==> src/hw/rtl/vhp_pkg.sv <==
// types, constants and helper functions of the video processor host port
package vhp_pkg;

  localparam int VRAM_BYTES    = 16384;
  localparam int VRAM_AW       = $clog2(VRAM_BYTES);
  localparam int ADDR_W        = 14;
  localparam int ADDR_SPACE    = 1 << ADDR_W;
  localparam int MIRROR_STEPS  = (ADDR_SPACE + VRAM_BYTES - 1) / VRAM_BYTES - 1;
  localparam int LINE_W        = 9;
  localparam int VISIBLE_LINES = 192;
  localparam int NTSC_LINES    = 262;
  localparam int PAL_LINES     = 313;
  localparam int NUM_MODE_REGS = 8;
  localparam int IRQ_EN_BIT    = 5;
  localparam int CFG_AW        = 3;

  // mode register that holds the interrupt enable
  localparam logic [2:0] IRQ_MODE_REG = 3'd1;

  localparam logic [7:0] STATUS_VBLANK = 8'h80;
  localparam logic       CFG_PAL_IDX   = 1'b0;

  typedef enum logic [2:0] {
    KIND_RD_DATA   = 3'd0,
    KIND_RD_STATUS = 3'd1,
    KIND_WR_DATA   = 3'd2,
    KIND_WR_CTRL   = 3'd3,
    KIND_LINE_TICK = 3'd4
  } kind_e;

  typedef enum logic [1:0] {
    CMD_READ_SETUP = 2'b00,
    CMD_ADDR_LO    = 2'b01,
    CMD_REG_WRITE  = 2'b10,
    CMD_ADDR_HI    = 2'b11
  } cmd_e;

  typedef struct packed {
    logic               rd;
    logic               wr;
    logic [VRAM_AW-1:0] addr;
    logic [7:0]         wdata;
  } vram_req_t;

  typedef struct packed {
    logic [7:0] read_data;
    logic       irq;
  } result_t;

  // keep masks of the mode registers: set bits are stored on a write
  function automatic logic [7:0] reg_mask(input logic [2:0] num);
    logic [7:0] m;
    case (num)
      3'd0:    m = 8'h03;
      3'd1:    m = 8'hfb;
      3'd2:    m = 8'h0f;
      3'd3:    m = 8'hff;
      3'd4:    m = 8'h07;
      3'd5:    m = 8'h7f;
      3'd6:    m = 8'h07;
      default: m = 8'hff;
    endcase
    return m;
  endfunction

  // fold the 14-bit address onto the memory, mirroring a smaller memory
  function automatic logic [VRAM_AW-1:0] mem_idx(input logic [ADDR_W-1:0] a);
    logic [ADDR_W:0] v;
    v = {1'b0, a};
    for (int i = 0; i < MIRROR_STEPS; i++) begin
      if (v >= (ADDR_W+1)'(VRAM_BYTES)) begin
        v = v - (ADDR_W+1)'(VRAM_BYTES);
      end
    end
    return v[VRAM_AW-1:0];
  endfunction

endpackage

==> src/hw/rtl/vhp_ctrl.sv <==
// item decoder: address, latch, control sequence, mode registers and line timing
module vhp_ctrl import vhp_pkg::*; (
  input  logic       clk_i,
  input  logic       rst_ni,
  input  logic       accept_i,
  input  logic [2:0] kind_i,
  input  logic [7:0] data_i,
  input  logic       pal_region_i,
  input  logic [7:0] rdata_i,
  output vram_req_t  req_o,
  output result_t    res_o,
  output logic       busy_o
);

  logic [ADDR_W-1:0] addr_q, addr_d;
  logic [7:0]        latch_q, latch_d;
  logic              pend_q, pend_d;
  logic [7:0]        mode_q [NUM_MODE_REGS];
  logic [7:0]        mode_d [NUM_MODE_REGS];
  logic              vblank_q, vblank_d;
  logic [LINE_W-1:0] line_q, line_d;
  logic              fill_q, fill_d;

  logic [ADDR_W-1:0] new_addr;
  logic [2:0]        reg_num;
  logic [7:0]        reg_val;
  logic [LINE_W-1:0] line_inc;
  logic [LINE_W-1:0] frame_len;
  logic              irq_en;
  cmd_e              cmd;

  assign new_addr  = {data_i[ADDR_W-9:0], latch_q};
  assign reg_num   = data_i[2:0];
  assign reg_val   = latch_q & reg_mask(reg_num);
  assign line_inc  = line_q + LINE_W'(1);
  assign frame_len = pal_region_i ? LINE_W'(PAL_LINES) : LINE_W'(NTSC_LINES);
  assign irq_en    = mode_q[IRQ_MODE_REG][IRQ_EN_BIT];
  assign cmd       = cmd_e'(data_i[7:6]);

  always_comb begin
    addr_d   = addr_q;
    latch_d  = latch_q;
    pend_d   = pend_q;
    mode_d   = mode_q;
    vblank_d = vblank_q;
    line_d   = line_q;
    fill_d   = 1'b0;
    req_o    = '0;
    res_o    = '0;

    // read-ahead data from the registered read port arrives in the cycle after the read was issued
    if (fill_q) begin
      latch_d = rdata_i;
    end

    if (accept_i) begin
      case (kind_i)
        KIND_RD_DATA: begin
          pend_d          = 1'b0;
          res_o.read_data = latch_q;
          req_o.rd        = 1'b1;
          req_o.addr      = mem_idx(addr_q);
          fill_d          = 1'b1;
          addr_d          = addr_q + ADDR_W'(1);
        end
        KIND_RD_STATUS: begin
          pend_d          = 1'b0;
          res_o.read_data = vblank_q ? STATUS_VBLANK : 8'h00;
          vblank_d        = 1'b0;
        end
        KIND_WR_DATA: begin
          pend_d      = 1'b0;
          req_o.wr    = 1'b1;
          req_o.addr  = mem_idx(addr_q);
          req_o.wdata = data_i;
          latch_d     = data_i;
          addr_d      = addr_q + ADDR_W'(1);
        end
        KIND_WR_CTRL: begin
          if (pend_q) begin
            pend_d = 1'b0;
            addr_d = new_addr;
            unique case (cmd)
              CMD_READ_SETUP: begin
                req_o.rd   = 1'b1;
                req_o.addr = mem_idx(new_addr);
                fill_d     = 1'b1;
                addr_d     = new_addr + ADDR_W'(1);
              end
              CMD_REG_WRITE: begin
                mode_d[reg_num] = reg_val;
                // enable switched on while the flag is already up
                res_o.irq = (reg_num == IRQ_MODE_REG) && vblank_q &&
                            reg_val[IRQ_EN_BIT] && !irq_en;
              end
              CMD_ADDR_LO, CMD_ADDR_HI: begin
              end
            endcase
          end else begin
            pend_d  = 1'b1;
            addr_d  = {addr_q[ADDR_W-1:8], data_i};
            latch_d = data_i;
          end
        end
        KIND_LINE_TICK: begin
          line_d = line_inc;
          if (line_inc == LINE_W'(VISIBLE_LINES)) begin
            vblank_d  = 1'b1;
            res_o.irq = irq_en && !vblank_q;
          end
          if (line_inc >= frame_len) begin
            line_d = '0;
          end
        end
        default: begin
        end
      endcase
    end
  end

  always_ff @(posedge clk_i or negedge rst_ni) begin
    if (!rst_ni) begin
      addr_q   <= '0;
      latch_q  <= '0;
      pend_q   <= 1'b0;
      mode_q   <= '{default: '0};
      vblank_q <= 1'b0;
      line_q   <= '0;
      fill_q   <= 1'b0;
    end else begin
      addr_q   <= addr_d;
      latch_q  <= latch_d;
      pend_q   <= pend_d;
      mode_q   <= mode_d;
      vblank_q <= vblank_d;
      line_q   <= line_d;
      fill_q   <= fill_d;
    end
  end

  assign busy_o = fill_q;

endmodule

==> config.mk <==
export PLATFORM = sky130hd
export DESIGN_NAME = vhp_ctrl
export DESIGN_NICKNAME = d
export VERILOG_FILES = /design/src/hw/rtl/vhp_pkg.sv /design/src/hw/rtl/vhp_ctrl.sv
export SDC_FILE = /design/constraint.sdc
export NUM_CORES = 1
export LEC_CHECK = 0
export ABC_AREA = 1
export BUFFER_PORTS_ARGS = -buffer_cell sky130_fd_sc_hd__buf_2
export CORE_MARGIN = 5
export CORE_UTILIZATION = 25
export DETAILED_ROUTE_END_ITERATION = 10
export PLACE_DENSITY = 0.46
export RECOVER_POWER = 25
export SLEW_MARGIN = 20
export SYNTH_ARGS = -nofsm -noshare
export SYNTH_HDL_FRONTEND = slang
export SYNTH_SLANG_ARGS = --single-unit
==> constraint.sdc <==
create_clock -name clk_i -period 4.9 [get_ports clk_i]
set_input_delay 0.98 -clock clk_i [delete_from_list [all_inputs] [get_ports clk_i]]
set_output_delay 0.98 -clock clk_i [all_outputs]
set_load 0.01 [all_outputs]
==> results.yml, run 1 <==
outcome:
  status: "complete, but fails checks"
  violations: "capacitance limit, slew limit"
sta:
  setup_viol: 0
  slew_viol_final: 36
  holdWs_ns: 0.487
  finalClockSkew_ns: 0.00506
  fin_crit_sh_pct: 72.1
  tightest_slew_ns: 2.14
  setup_tns_ns: 0
  rsz0062_at_grt: "no"
  fin_crit_ns: 3.53
  slew_headroom_pct: -42.5
  max_freq_mhz: 283
  hold_viol: 0
power_and_ir_drop:
  ir_drop_uv: 151
  p_per_area_mw_per_mm2: 291
  p_leak_nw: 1.83
global_routing:
  use_met2_pct: 23.5
  grt_pass1_vias: 3178
  grt_remaining_overflow: 0
  grtUsageTotal_pct: 14.5
  grt_pass1_wl_um: 16800
  globalRouteMet3Util_pct: 2.19
  antenna_found_initial: 0
  gr-usage-met1_pct: 20.6
  busiest_layer: "met2"
  grt_max_degree: 36
routing:
  drc: 0
  wl_per_cell_um: 15.1
  drt_wl_total_um: 10400
  drtAntennaViolNets: 0
  drt-initial-drc-count: 235
  vias: 3272
  viasPerCell: 4.76
  dr.pass1.iters: 5
synth:
  synth_area_leaders: "dfrtp_1 (28%), nand2_1 (18%), nor2_1 (9.3%)"
  synth_largest_area_cell: "dfrtp_1"
  synth_warnings: 0
  synth_fp_nets: 521
  async_flop_share_pct: 100
  synth_top_family_by_area: "simple AND/OR/NAND/NOR gates"
  ys.flop_type: "dfrtp_1"
  synthesis.area_sq_mm: 0.00307
  synth_compound_area_share_pct: 15.8
  avgSynthCellArea_sq_um: 6.31
  synth_xor_area_share_pct: 1.99
  yosysSeqAreaShare_pct: 28.5
  synth_adder_area_share_pct: 4.48
  yosys.area.top_type_share_pct: 28.5
  synth-edff-count: 0
  syn-instance-count: 487
  synthMuxAreaShare_pct: 0
  synth_seq_cells: 35
  synth_simple_gate_area_share_pct: 39.3
  ys_types: 36
layout:
  utilization_pct: 30.1
  final_cells: 687
  final_common_cell: "nand2_1"
  design_area_sq_mm: 0.00362
  nFillCells: 1351
  multiInputGateArea_sq_mm: 0.00189
  final_cell_mix: "nand2_1 (145), nor2_1 (76), inv_1 (56)"
  seqCellArea_sq_um: 876
  area_delta_synth_final_pct: 17.8
  nNetsFinal: 574
  drive_gt1_share_pct: 16.1
  antenna_cells: 0
setup_path:
  cp.required_ns: 3.92
  timing.rr.end: "line_q[2]"
  path_class: "in -> out"
  cp-startpoint: "kind_i[2]"
  path_max_fanout: 17
  r2r-start: "line_q[0]"
  cp.arrival_ns: 2.55
  r2r_cells: 16
  r2r_setup_slack_ns: 2.53
  crit_end: "req_o[9]"
  worstSetupEndpointType: "primary output"
  startpoint_type: "primary input"
clock_network:
  path_clk_slew_ns: 0.06
  cts_setup_buffers: 0
  clk_latency_ns: 0.28
  cts_hold_buf: 0
  root_buffer: "clkbuf_16"
  cts_tree: "yes"
  cts.repair.resized: 0
  htree_levels: 2
  cts_sinks: 35
  clockBufferDepth: 2
  cts_buffers: 5
floorplan:
  initial_core_util_pct: 25.6
  core-area_sq_mm: 0.0120
  die_y_um: 121
  pin_count: 57
  die_w_um: 121
  rows: 40
  die_area_sq_mm: 0.0146
placed_design:
  placed_area_sq_mm: 0.00348
  gp_congestion: 0.846
  placed_cells: 680
  hpwl_um: 8330
  port_buffers: 56
flow_run:
  drv_cap: 1
worst_hold_path:
  hp-class: "reg -> reg"
## registers in the layout, indices dropped and copies added (netlist names)
signal and count:
line_q 9, busy_o 1, addr_q 14, pend_q 1, irq_en 1, latch_q 8
vblank_q 1
## cells in the mapped netlist (2+ instances only)
cell type,n
nand2_1,145
nor2_1,76
inv_1,56
dfrtp_1,35
nand3_1,27
o21ai_0,23
a21oi_1,18
a22oi_1,14
ha_1,11
inv_2,10
nand4_1,9
o221ai_1,7
nor2_4,5
nor3_1,5
xor2_1,5
a31oi_1,4
clkbuf_1,4
nor2_2,4
o22ai_1,4
buf_2,3
o21ai_1,3
buf_6,2
nand2_2,2
o21bai_1,2
xnor2_1,2
## worst max-delay path, cell delays in order
cell     delay (ns)
buf_2          0.14
inv_2          0.07
nand3_4        0.19
nor2_8         0.31
inv_2          0.10
nor2_4         0.30
a22oi_1        0.12
nor2_1         0.18
buf_2          0.16
## power breakdown
part / switching, mW / internal [mW]
Sequential: 0.0735 / 0.341
Clock: 0.125 / 0.199
Combinational: 0.201 / 0.116
## cells by family (layout without fill, tap and decap cells)
logic type | count (synthesis) | in the layout
simple gates | 279 | 279
compound gates | 79 | 79
buf+inv | 76 | 129
flops | 35 | 35
fa+ha+maj | 11 | 11
xor+xnor | 7 | 7
## area by class of cell
class	count	share of cell area (%)
Multi-Input combinational cell	376	52.2
Sequential cell	35	24.2
Timing Repair Buffer	56	7.71
Inverter	66	6.84
Tap cell	147	5.08
Clock buffer	6	3.84
Clock inverter	1	0.138
## per-layer routing
layer	part of all wire [%]	vias to the layer above
li1	-	1696
met1	49	1482
met2	46	87
met3	4.6	7
met4	0.84	0
met5	0	-
## stage by stage
stage / total power, mW / setup slack (ns)
floorplan: 0.624 / 2.10
global placement: 0.732 / 1.44
detailed placement: 0.735 / 1.37
CTS: 1.06 / 1.37
global route: 1.14 / 1.24
finish: 1.06 / 1.37
## worst min-delay path by stage
stage                start     end  slack [ns]  cells after the start
finish              pend_q  pend_q        0.49                      2
floorplan           pend_q  pend_q        0.45                      2
global placement    pend_q  pend_q        0.47                      2
CTS                 pend_q  pend_q        0.49                      2
detailed placement  pend_q  pend_q        0.48                      2
global route        pend_q  pend_q        0.50                      2
No activity file was read; power rests on OpenSTA's default activity.
==> run 2: changes to the inputs <==
- PLACE_DENSITY: 0.46 -> 0.48
- clock period: 4.9 -> 3 ns (I/O delays scaled with it)
==> run 2 against run 1 <==
The flow still finishes with violations (capacitance limit, slew limit). Routed wire length is 1.4% lower. Flip-flop and latch count unchanged. Sequential power rose by 62%. Total power increased by 62%. Non-clock buffer count increased by 3. Clock power grew 60%. Global-route usage down 0.13 points. Register-to-register slack got worse by 1.9 ns. Critical endpoint is now res_o[0]. Largest cell class unchanged.
==> results.yml, run 2 (same netlist as run 1, synthesis figures left out) <==
outcome:
  status: "complete, but fails checks"
  violations: "capacitance limit, slew limit"
routing:
  dr.pass1.iters: 5
  wl_met3_um: 402
  drt_wl_total_um: 10200
  drtAntennaViolNets: 0
  wl_met1_um: 5100
  drc: 0
  wl_met2_um: 4640
  drt-initial-drc-count: 196
  highest_layer: "met4"
  vias: 3291
  wl_per_cell_um: 14.8
  viasPerCell: 4.76
setup_path:
  crit_buf_inv: 2
  path_max_fanout: 6
  slowest_delay_ns: 0.45
  crit_top_cell: "nand2_1"
  startpoint_type: "flip-flop"
  path_class: "reg -> out"
  cp.required_ns: 2.40
  worstSetupEndpointType: "primary output"
  path_cells: "ha_1 -> nand3_1 -> inv_1 -> nand2_1 -> nand2_1 -> nand2_1 -> nor2_1 -> nand4_1 -> a21oi_1 -> buf_2"
  cp.arrival_ns: 2.04
  cp_slowest_cell: "dfrtp_1"
  path_delay_family: "simple AND/OR/NAND/NOR gates"
floorplan:
  die_area_sq_mm: 0.0146
  rows: 40
  initial_core_util_pct: 25.6
  core-area_sq_mm: 0.0120
  die_w_um: 121
  pin_count: 57
  die_y_um: 121
flow_run:
  drv_cap: 1
placed_design:
  gp_congestion: 0.880
  hpwl_um: 8350
  pre_cts_ws_ns: 0.447
  port_buffers: 56
  placed_area_sq_mm: 0.00350
  placed_cells: 683
sta:
  setup_slack_ns: 0.360
  fin_crit_ns: 2.64
  max_freq_mhz: 379
  finalClockSkew_ns: 0.00675
  slew_headroom_pct: -37.9
  hold_viol: 0
  tightest_slew_ns: 2.07
  setup_viol: 0
  slew_viol_final: 36
  rsz0062_at_grt: "no"
  fin_crit_sh_pct: 88.0
  setup_tns_ns: 0
clock_network:
  cts_sinks: 35
  clockBufferDepth: 2
  cts_hold_buf: 0
  root_buffer: "clkbuf_16"
  cts_buffers: 5
  cts_tree: "yes"
  path_clk_slew_ns: 0.06
  clk_latency_ns: 0.28
  cts.repair.resized: 0
  cts_setup_buffers: 0
  htree_levels: 2
global_routing:
  grt_remaining_overflow: 0
  antenna_found_initial: 0
  grtUsageTotal_pct: 14.4
  grt_pass1_wl_um: 16800
  grt_pass1_vias: 3222
  grt_max_degree: 36
layout:
  nNetsFinal: 577
  drive_gt1_share_pct: 16.7
  final_cells: 691
  area_delta_synth_final_pct: 18.6
  final_cell_mix: "nand2_1 (145), nor2_1 (76), inv_1 (56)"
  design_area_sq_mm: 0.00364
  final_common_cell: "nand2_1"
  nFillCells: 1339
  largest_reg_flops: 14
  antenna_cells: 0
  largest_register: "addr_q"
  reg_top3: "addr_q: 14 flops, line_q: 9 flops, latch_q: 8 flops"
power_and_ir_drop:
  p_leak_nw: 1.84
  p_per_area_mw_per_mm2: 469
  total_power_mw: 1.71
  ir_drop_uv: 227
worst_hold_path:
  hp-class: "reg -> reg"
[run 2: worst paths after layout]
check                           from         to  slack (ns)  cells after the start
max in group asynchronous     rst_ni     pend_q        0.90                      1
setup reg to reg           line_q[0]  line_q[2]        0.63                     16
hold reg to reg               pend_q     pend_q        0.49                      2
min in group asynchronous     rst_ni  line_q[1]        0.90                      1
setup / recovery           line_q[0]   res_o[0]        0.36                     10
hold / removal                pend_q     pend_q        0.49                      2
[run 2: worst min-delay path, cell delays in order (launching register included)]
cell and delay, ns:
dfrtp_1 0.35, nand2_1 0.05, o21ai_0 0.06
[run 2: layer usage]
| metal | GRT usage, % | vias up |
|---|---|---|
| met5 | 0 | - |
| met1 | 20.6 | 1513 |
| li1 | - | 1697 |
| met2 | 23.3 | 74 |
| met4 | 2.76 | 0 |
| met3 | 2.00 | 7 |
[run 2: area by class of cell]
type	count	area [sq um]	area share, %
Inverter	66	248	6.80
Clock buffer	5	125	3.43
Tap cell	147	184	5.05
Timing Repair Buffer	59	302	8.27
Sequential cell	35	876	24.0
Clock inverter	3	20.0	0.549
Multi-Input combinational cell	376	1890	51.9
[run 2: through the flow]
step           util (%)  hold slack, ns
2_1_floorplan         -           0.304
3_3_place_gp       29.1           0.470
3_5_place_dp       29.1           0.485
4_1_cts            30.4           0.468
5_1_grt            30.3           0.569
6_report           30.3           0.494
[run 2: power by group]
group | leakage (nW) | switching (mW) | internal, mW
Sequential | 0.448 | 0.116 | 0.557
Clock | 0.0658 | 0.213 | 0.306
Combinational | 1.32 | 0.327 | 0.193
