**src/hw/rtl/vhp_pkg.sv**
```systemverilog
// types, constants and helper functions of the video processor host port
package vhp_pkg;

  localparam int VRAM_BYTES    = 16384;
  localparam int VRAM_AW       = $clog2(VRAM_BYTES);
  localparam int ADDR_W        = 14;
  localparam int ADDR_SPACE    = 1 << ADDR_W;
  localparam int MIRROR_STEPS  = (ADDR_SPACE + VRAM_BYTES - 1) / VRAM_BYTES - 1;
  localparam int LINE_W        = 9;
  localparam int VISIBLE_LINES = 192;
  localparam int NTSC_LINES    = 262;
  localparam int PAL_LINES     = 313;
  localparam int NUM_MODE_REGS = 8;
  localparam int IRQ_EN_BIT    = 5;
  localparam int CFG_AW        = 3;

  // mode register that holds the interrupt enable
  localparam logic [2:0] IRQ_MODE_REG = 3'd1;

  localparam logic [7:0] STATUS_VBLANK = 8'h80;
  localparam logic       CFG_PAL_IDX   = 1'b0;

  typedef enum logic [2:0] {
    KIND_RD_DATA   = 3'd0,
    KIND_RD_STATUS = 3'd1,
    KIND_WR_DATA   = 3'd2,
    KIND_WR_CTRL   = 3'd3,
    KIND_LINE_TICK = 3'd4
  } kind_e;

  typedef enum logic [1:0] {
    CMD_READ_SETUP = 2'b00,
    CMD_ADDR_LO    = 2'b01,
    CMD_REG_WRITE  = 2'b10,
    CMD_ADDR_HI    = 2'b11
  } cmd_e;

  typedef struct packed {
    logic               rd;
    logic               wr;
    logic [VRAM_AW-1:0] addr;
    logic [7:0]         wdata;
  } vram_req_t;

  typedef struct packed {
    logic [7:0] read_data;
    logic       irq;
  } result_t;

  // keep masks of the mode registers: set bits are stored on a write
  function automatic logic [7:0] reg_mask(input logic [2:0] num);
    logic [7:0] m;
    case (num)
      3'd0:    m = 8'h03;
      3'd1:    m = 8'hfb;
      3'd2:    m = 8'h0f;
      3'd3:    m = 8'hff;
      3'd4:    m = 8'h07;
      3'd5:    m = 8'h7f;
      3'd6:    m = 8'h07;
      default: m = 8'hff;
    endcase
    return m;
  endfunction

  // fold the 14-bit address onto the memory, mirroring a smaller memory
  function automatic logic [VRAM_AW-1:0] mem_idx(input logic [ADDR_W-1:0] a);
    logic [ADDR_W:0] v;
    v = {1'b0, a};
    for (int i = 0; i < MIRROR_STEPS; i++) begin
      if (v >= (ADDR_W+1)'(VRAM_BYTES)) begin
        v = v - (ADDR_W+1)'(VRAM_BYTES);
      end
    end
    return v[VRAM_AW-1:0];
  endfunction

endpackage

```
**src/hw/rtl/vhp_out_buf.sv**
```systemverilog
// two-entry result buffer: output register plus skid stage
module vhp_out_buf import vhp_pkg::*; (
  input  logic    clk_i,
  input  logic    rst_ni,
  input  logic    push_i,
  input  result_t res_i,
  output logic    ready_o,
  output logic    out_valid_o,
  input  logic    out_stall_i,
  output result_t res_o
);

  logic    out_valid_q, out_valid_d;
  logic    skid_valid_q, skid_valid_d;
  result_t out_q, out_d;
  result_t skid_q, skid_d;
  logic    advance;

  assign advance = !out_valid_q || !out_stall_i;

  always_comb begin
    out_valid_d  = out_valid_q;
    skid_valid_d = skid_valid_q;
    out_d        = out_q;
    skid_d       = skid_q;
    if (advance) begin
      if (skid_valid_q) begin
        out_valid_d  = 1'b1;
        out_d        = skid_q;
        skid_valid_d = push_i;
        skid_d       = res_i;
      end else begin
        out_valid_d = push_i;
        out_d       = res_i;
      end
    end else if (push_i) begin
      skid_valid_d = 1'b1;
      skid_d       = res_i;
    end
  end

  always_ff @(posedge clk_i or negedge rst_ni) begin
    if (!rst_ni) begin
      out_valid_q  <= 1'b0;
      skid_valid_q <= 1'b0;
    end else begin
      out_valid_q  <= out_valid_d;
      skid_valid_q <= skid_valid_d;
    end
  end

  always_ff @(posedge clk_i) begin
    out_q  <= out_d;
    skid_q <= skid_d;
  end

  assign ready_o     = !skid_valid_q;
  assign out_valid_o = out_valid_q;
  assign res_o       = out_q;

endmodule

```
**config.mk**
```make
export PLATFORM = sky130hd
export DESIGN_NAME = vhp_out_buf
export DESIGN_NICKNAME = d
export VERILOG_FILES = /design/src/hw/rtl/vhp_pkg.sv /design/src/hw/rtl/vhp_out_buf.sv
export SDC_FILE = /design/constraint.sdc
export NUM_CORES = 1
export LEC_CHECK = 0
export BUFFER_PORTS_ARGS = -buffer_cell sky130_fd_sc_hd__buf_2
export CORE_MARGIN = 8
export CORE_UTILIZATION = 47
export CTS_BUF_LIST = sky130_fd_sc_hd__clkbuf_16
export CTS_CLUSTER_DIAMETER = 50
export DETAILED_ROUTE_END_ITERATION = 6
export PLACE_DENSITY = 0.81
export SYNTH_ARGS = -nofsm -noshare
export SYNTH_HDL_FRONTEND = slang
export SYNTH_SLANG_ARGS = --single-unit
```
**constraint.sdc**
```tcl
create_clock -name clk_i -period 1.45 [get_ports clk_i]
set_input_delay 0.145 -clock clk_i [delete_from_list [all_inputs] [get_ports clk_i]]
set_output_delay 0.145 -clock clk_i [all_outputs]
set_load 0.03 [all_outputs]
```
==> results.ini, run 1 <==
[placement]
gp_congestion=0.6828
io_buffer_count=23

[power_and_ir_drop]
total_power_mw=1.740
p_per_area_nw_per_um2=1693
ir_drop_mv=0.9573
p_leak_nw=0.4426

[global_route]
grt_max_degree=13
top_usage_layer=met2
use_met2_pct=12.70
grt.total_usage_pct=7.544
grt_util_met3_pct=5.393
overflow=0
grt.met1_usage_pct=7.124
antenna_found_initial=0
first_global_vias=405
grt_pass1_wl_um=1869

[sta]
period_share_pct=80.32
hold_viol=0
worstMarginPinSlew_ns=0.2205
slew_violations=0
post-route-min-period_ns=1.165
max-slew-margin-rel_pct=85.30
fmax_ghz=0.8586
skew_ns=0.002348
report.final.setup_viol=0
tns_ns=0
rsz0062_at_grt=false

[synthesis]
netlist_instances=37
synth.avg_cell_area_um2=20.90
synthTopCellsByArea=edfxtp_1 70%, mux2_4 16%, dfrtp_1 6.5%
netlist_area_um2=773.2
synth-compound-area-share_pct=3.074
muxShareOfSynthArea_pct=16.99
syn-num-nets=50
synthSimpleGateAreaFrac_pct=1.618
synth.distinct_cells=11
post-synth-top-area-cell=edfxtp_1
synth_top_area_share_pct=69.90
synth-seq-cells=20
yosys_warnings=0
synth_top_family_by_area=multiplexers
synth-xor-area-share_pct=0
yosys.area_share.adder_pct=0
seq_area_frac_synth_pct=76.38

[route]
dr.pass1.iters=2
avgViaCountPerCell=4.927
num_vias=404
drt_iter0_markers=11
drt_wl_total_um=1161
drc=0
avgRoutedWirePerCell_um=14.16
final_antenna_net_count=0

[clocking]
cts_buffers=3
htreeDepth=1
cts_setup_buffers=0
clk_latency_ns=0.25
cts_sinks=20
clk_pin_slew_ns=0.05
cts_tree=built
clockRootBuffer=clkbuf_16
cts_buffer_depth=2

[cells_and_area]
syn2layout_area_growth_pct=32.85
layout-drive-gt1-share_pct=60.61
fillers=105
diodes=0
final_nets=80

[floorplan]
die_area_um2=3199
boundaryPins=24
core_um2=1524
die_x_um=56.56
num_rows=14
die_h_um=56.56
start_util_pct=50.74

[run]
max_cap_violations=0

[worst_setup_path]
timing.rr.end=res_o[3]$_DFFE_PP_
setup.worst_path.start_class=flop
r2r_cells=2
crit-reg2reg-launch=skid_valid_q$_DFFE_PN0P_
critPathCaptureType=flop
crit_arrival_ns=1.16
reg2reg_slack_ns=0.29
critical_path_class=flop to flop
cp_max_fo=8
worstPathRequired_ns=1.45

[run_status]
outcome=finished, final reports clean

[min_path]
hp-start=res_i[4]
hp-class=primary input to flop
worstHoldEndpoint=skid_q[4]$_DFFE_PP_
holdPathStages=1

report_power, final:
| group | internal [mW] | leakage, nW | switching, mW |
|---|---|---|---|
| Combinational | 0.114 | 0.194 | 0.158 |
| Clock | 0.547 | 0.0511 | 0.188 |
| Sequential | 0.714 | 0.198 | 0.0186 |
area by class of cell:
type                       instances  area, um^2  area share (%)
tap                               16       20.02           1.949
inverter                           1       3.754          0.3654
clock inverter                     1       30.03           2.923
clock buffer                       3       75.07           7.308
sequential                        20       590.6           57.49
multi-input combinational         15       167.7           16.32
timing repair buffer              26       140.1           13.64
cell usage after synthesis:
cell type	n
edfxtp_1	18
mux2_4	8
dfrtp_1	2
nand2_1	2
a21bo_2	1
a21oi_1	1
buf_6	1
inv_1	1
mux2_2	1
nand3_1	1
o21ai_2	1
sequential cells by signal, indices dropped and copies added (netlist names):
signal and flops:
res_o 9, skid_q 9, out_valid_o 1, skid_valid_q 1
stage by stage:
stage          hold slack, ns  setup WS (ns)  instances  instance area [um^2]  utilization (%)
2_1_floorplan         -0.1506        0.05171         37                 773.2                -
3_3_place_gp         -0.06667         0.3053         77                 912.1            59.85
3_5_place_dp         -0.06456         0.2867         77                 912.1            59.85
4_1_cts               0.08787         0.2831         82                  1027            67.41
5_1_grt               0.08752         0.2499         82                  1027            67.41
6_report              0.09011         0.2853         82                  1027            67.41
worst max-delay path: stages, from the launching register on:
cell and delay [ns]:
dfrtp_1 0.38, buf_4 0.22, mux2_4 0.32
cell families (layout without fill, tap and decap cells):
| family | after synthesis | in the layout |
|---|---|---|
| multiplexers | 9 | 9 |
| buffers and inverters | 2 | 31 |
| AND/OR/NAND/NOR | 3 | 3 |
| AO/OA/AOI/OAI | 3 | 3 |
| flip-flops | 20 | 20 |
per-layer routing:
layer | part of all wire, % | wire length, um
met1 | 37 | 429
met2 | 51 | 596
met3 | 10 | 120
met4 | 1.2 | 14
met5 | 0 | 0
cell usage in the layout (no fill, tap or decap):
cell type      synthesis  final
dfrtp_1                2      2
mux2_4                 8      8
o21ai_2                1      1
nand3_1                1      1
edfxtp_1              18     18
buf_2                  0     23
mux2_2                 1      1
inv_1                  1      1
dlygate4sd3_1          0      1
buf_4                  0      2
a21oi_1                1      1
clkbuf_16              0      3
nand2_1                2      2
bufinv_16              0      1
a21bo_2                1      1
how the worst max path moves through the flow:
stage	slack [ns]	end	depth (start not counted)	from
6_report	0.29	res_o[3]$_DFFE_PP_	2	skid_valid_q$_DFFE_PN0P_
5_1_grt	0.25	res_o[3]$_DFFE_PP_	2	skid_valid_q$_DFFE_PN0P_
4_1_cts	0.28	res_o[3]$_DFFE_PP_	2	skid_valid_q$_DFFE_PN0P_
3_5_place_dp	0.29	res_o[3]$_DFFE_PP_	2	skid_valid_q$_DFFE_PN0P_
3_3_place_gp	0.31	res_o[3]$_DFFE_PP_	2	skid_valid_q$_DFFE_PN0P_
2_1_floorplan	0.05	skid_q[0]$_DFFE_PP_	2	out_valid_o$_DFFE_PN0P_
what timing repair did:
action	4_1_cts	5_1_grt
hold buffers	1	0
endpoints found under the hold margin	2	0
resized for setup	0	0
(Power assumes the default switching activity.)
==> inputs of run 2 (changes only) <==
Settings changed: CORE_UTILIZATION 47 to 43, PLACE_DENSITY 0.81 to 0.79.
Clock period 1.45 ns to 0.95 ns, I/O delays scaled along.
==> run 2 against run 1 <==
Compared with the run above: the flow now finishes with violations (setup timing); register-to-register slack got worse by 0.45 ns; first-iteration DRC count decreased by 9.1%; via count increased by 9.4%; hold slack got worse by 0.051 ns; maximum frequency increased by 4.7%; sequential cell count unchanged; setup slack got worse by 0.45 ns; wire length increased by 10%; sequential share of layout area decreased by 3.0 points; clock power increased by 15%; non-clock buffer count increased by 2; critical path depth unchanged; largest cell class unchanged.
==> results.ini, run 2 (synthesis gave the netlist of run 1 again) <==
[run_status]
outcome=finished with violations
violations=setup timing

[sta]
max-slew-margin-rel_pct=86.61
skew_ns=0.002937
post-route-min-period_ns=1.112
fmax_ghz=0.8990
period_share_pct=117.1
hold_viol=0
whs_ns=0.03902
report.final.setup_viol=19
worstMarginPinSlew_ns=0.2009
rsz0062_at_grt=true
tns_ns=-2.624
fin_ws_ns=-0.1623
slew_violations=0

[power_and_ir_drop]
total_power_mw=2.458
p_per_area_nw_per_um2=2264
ir_drop_mv=1.156
p_leak_nw=0.4647

[placement]
place_ws_ns=-0.1588
placed_area_um2=963.4
dp_hpwl_um=976.8
io_buffer_count=23
dp.cells=87
gp_congestion=0.7043

[global_route]
first_global_vias=452
antenna_found_initial=0
grt_max_degree=12
use_met2_pct=13.39
grt.met1_usage_pct=7.733
grt.total_usage_pct=8.360
grt_util_met3_pct=4.783
top_usage_layer=met2
overflow=0
grt_pass1_wl_um=2063

[route]
avgRoutedWirePerCell_um=13.77
drt_iter0_markers=10
avgViaCountPerCell=4.753
num_vias=442
final_antenna_net_count=0
drc=0
dr.pass1.iters=4
drt_wl_total_um=1281

[worst_setup_path]
cp_num_buf_inv=1
crit_arrival_ns=1.11
critPathCaptureType=flop
critical_path_class=flop to flop
worstPathRequired_ns=0.95
critPathMaxStageDelay_ns=0.40
setup.worst_path.start_class=flop
crit-reg2reg-launch=skid_valid_q$_DFFE_PN0P_
cp_max_fo=10
worstPathCellList=buf_12 > mux2_4
cp_top_family=flip-flops
crit_slowest_cell=dfrtp_1
startpoint=skid_valid_q$_DFFE_PN0P_

[clocking]
clk_pin_slew_ns=0.05
htreeDepth=1
cts_sinks=20
clk_latency_ns=0.25
cts_tree=built
clockRootBuffer=clkbuf_16
cts_buffers=3
cts_buffer_depth=2

[floorplan]
die_x_um=58.41
die_h_um=58.41
core_um2=1708
start_util_pct=45.27
num_rows=15
die_area_um2=3411
boundaryPins=24

[min_path]
hp-class=primary input to flop
hp-start=res_i[7]

[cells_and_area]
layout_common_cells=21 x buf_2, 18 x edfxtp_1, 9 x mux2_4
multi_input_area_um2=190.2
final_nets=82
diodes=0
final_common_cell=buf_2
layout-drive-gt1-share_pct=66.18
fillers=131
register_area_um2=591.8
syn2layout_area_growth_pct=40.45
fin_util_pct=63.59
final_area_um2=1086
final_cell_count_no_fill=93

[run]
max_cap_violations=0

==> run 2: final cells by class <==
type / instances / area share [%]
tap: 25 / 2.880
timing repair buffer: 28 / 17.28
inverter: 1 / 0.5760
sequential: 20 / 54.49
clock inverter: 1 / 0.3456
multi-input combinational: 15 / 17.51
clock buffer: 3 / 6.912
==> run 2: worst register-to-register path, cell delays in order, from the launching register on <==
cell and delay, ns:
dfrtp_1 0.40, buf_12 0.16, mux2_4 0.29
==> run 2: report_power, final <==
part | internal [mW] | leakage (nW) | switching [mW]
Combinational | 0.231 | 0.225 | 0.260
Clock | 0.559 | 0.0423 | 0.284
Sequential | 1.09 | 0.197 | 0.0325
Total | 1.88 | 0.465 | 0.577
==> run 2: path summary, 6_finish.rpt <==
check / end / slack [ns] / cells past startpoint
worst max-delay path: res_o[6]$_DFFE_PP_ / -0.16 / 2
worst min-delay path: skid_q[7]$_DFFE_PP_ / 0.04 / 1
worst max register to register: res_o[6]$_DFFE_PP_ / -0.16 / 2
worst min register to register: res_o[4]$_DFFE_PP_ / 0.55 / 1
max in group asynchronous: out_valid_o$_DFFE_PN0P_ / 0.69 / 2
min in group asynchronous: out_valid_o$_DFFE_PN0P_ / 0.15 / 2
==> run 2: layer usage <==
metal,up-vias,wire [um],part of all wire [%]
met2,18,619,48
met1,217,493,38
met4,0,34,2.7
met3,3,133,10
met5,-,0,0
li1,204,-,-
==> run 2: what timing repair did <==
| item | CTS | global route |
|---|---|---|
| gates resized for setup | 8 | 1 |
| endpoints found under the setup margin | 29 | 29 |
| pin swaps | 0 | 0 |
| buffers inserted | 1 | 0 |
| hold buffers | 1 | 0 |
| hold endpoints to repair | 2 | 0 |
==> inputs of run 3 (changes only) <==
Settings changed: CORE_ASPECT_RATIO set to 1.5, CORE_UTILIZATION 43 to 27, PLACE_DENSITY 0.79 to 0.56.
==> run 3 against run 2 <==
Compared with the run above: the flow still finishes with violations (setup timing); sequential share of layout area shrank 2.3 points; maximum frequency hardly changed; critical path depth is the same; highest routed layer unchanged; sequential power about the same.
==> results.ini, run 3 (synthesis gave the netlist of run 1 again) <==
[worst_setup_path]
crit_arrival_ns=1.11
critical_path_class=flop to flop
worstPathRequired_ns=0.95
cp_num_buf_inv=1
cp_max_fo=10
critPathCaptureType=flop
critPathMaxStageDelay_ns=0.40
setup.worst_path.start_class=flop
worstPathCellList=buf_12 > mux2_4
cp_top_family=flip-flops
crit_slowest_cell=dfrtp_1

[route]
num_vias=435
dr.pass1.iters=2
drt_wl_total_um=1369
final_antenna_net_count=0
avgRoutedWirePerCell_um=12.45
drt_iter0_markers=10
drc=0
avgViaCountPerCell=3.955

[power_and_ir_drop]
total_power_mw=2.492
p_leak_nw=0.4779
ir_drop_mv=1.166
p_per_area_nw_per_um2=2198

[sta]
slew_violations=0
period_share_pct=117.1
post-route-min-period_ns=1.112
fmax_ghz=0.8991
skew_ns=0.002970
hold_viol=0
rsz0062_at_grt=true
max-slew-margin-rel_pct=86.19
fin_ws_ns=-0.1622
worstMarginPinSlew_ns=0.2072
report.final.setup_viol=28

[cells_and_area]
register_area_um2=591.8
final_common_cell=buf_2
final_nets=85
layout_common_cells=21 x buf_2, 18 x edfxtp_1, 9 x mux2_4
syn2layout_area_growth_pct=46.60
layout-drive-gt1-share_pct=67.61
fin_util_pct=40.16
fillers=283
multi_input_area_um2=190.2
diodes=0

[global_route]
first_global_vias=521
overflow=0
grt_max_degree=12
antenna_found_initial=0
grt_pass1_wl_um=2256
grt.total_usage_pct=6.471

[clocking]
clk_latency_ns=0.25
cts_tree=built
cts_buffers=3
clk_pin_slew_ns=0.05
clockRootBuffer=clkbuf_16
cts_sinks=20
htreeDepth=1
cts_buffer_depth=2

[floorplan]
die_x_um=59.70
die_area_um2=4868
boundaryPins=24
core_um2=2823
start_util_pct=27.39
num_rows=24
die_h_um=81.54

[run_status]
outcome=finished with violations
violations=setup timing

[placement]
place_ws_ns=-0.1604
io_buffer_count=23
gp_congestion=0.6219

[run]
max_cap_violations=0

[min_path]
hp-class=primary input to flop

run 3: final cells by class:
type / count / area share [%]
clock inverters: 1 / 0.3311
multi-input cells: 15 / 16.78
repair buffers: 31 / 19.21
inverters: 1 / 0.5519
flip-flops and latches: 20 / 52.21
well taps: 39 / 4.305
clock buffers: 3 / 6.623
run 3: where the power goes:
part	switching, mW	total, mW	internal, mW	leakage, nW
combinational	0.269	0.519	0.251	0.242
clock	0.290	0.850	0.560	0.0385
sequential	0.0319	1.12	1.09	0.197
run 3: final timing paths:
check                                          from                       end  slack, ns  cells past startpoint
min in group asynchronous                    rst_ni  skid_valid_q$_DFFE_PN0P_       0.16                      2
max in group asynchronous                    rst_ni   out_valid_o$_DFFE_PN0P_       0.68                      2
hold reg to reg                 skid_q[1]$_DFFE_PP_        res_o[1]$_DFFE_PP_       0.55                      1
hold / removal                             res_i[8]       skid_q[8]$_DFFE_PP_       0.03                      1
setup / recovery           skid_valid_q$_DFFE_PN0P_        res_o[7]$_DFFE_PP_      -0.16                      2
setup reg to reg           skid_valid_q$_DFFE_PN0P_        res_o[7]$_DFFE_PP_      -0.16                      2
run 3: per-layer routing:
metal,vias to the layer above,track usage [%],routed length (um)
li1,212,-,-
met1,202,5.993,516
met2,16,10.73,724
met3,5,2.508,80
met4,0,5.755,46
met5,-,0,0
run 3: per-stage QoR:
step / TNS [ns] / instance area [um^2] / cells / hold slack (ns)
after floorplan: -2.542 / 793.3 / 37 / -0.2006
after global placement: -2.475 / 996.0 / 103 / -0.1183
after detailed placement: -2.727 / 996.0 / 103 / -0.1170
after CTS: -2.748 / 1124 / 110 / 0.03270
after global routing: -3.504 / 1134 / 110 / 0.03514
final: -2.778 / 1134 / 110 / 0.03320
run 3: repair_timing:
item	CTS	global route
buffers inserted	2	1
setup endpoints to repair	28	30
resized for setup	8	3
cloned	0	0
hold buffers	1	0
endpoints found under the hold margin	2	0
pin swaps	0	1
run 3: worst reg2reg max path, stage by stage (launching register included):
cell     delay [ns]
dfrtp_1        0.40
buf_12         0.16
mux2_4         0.30
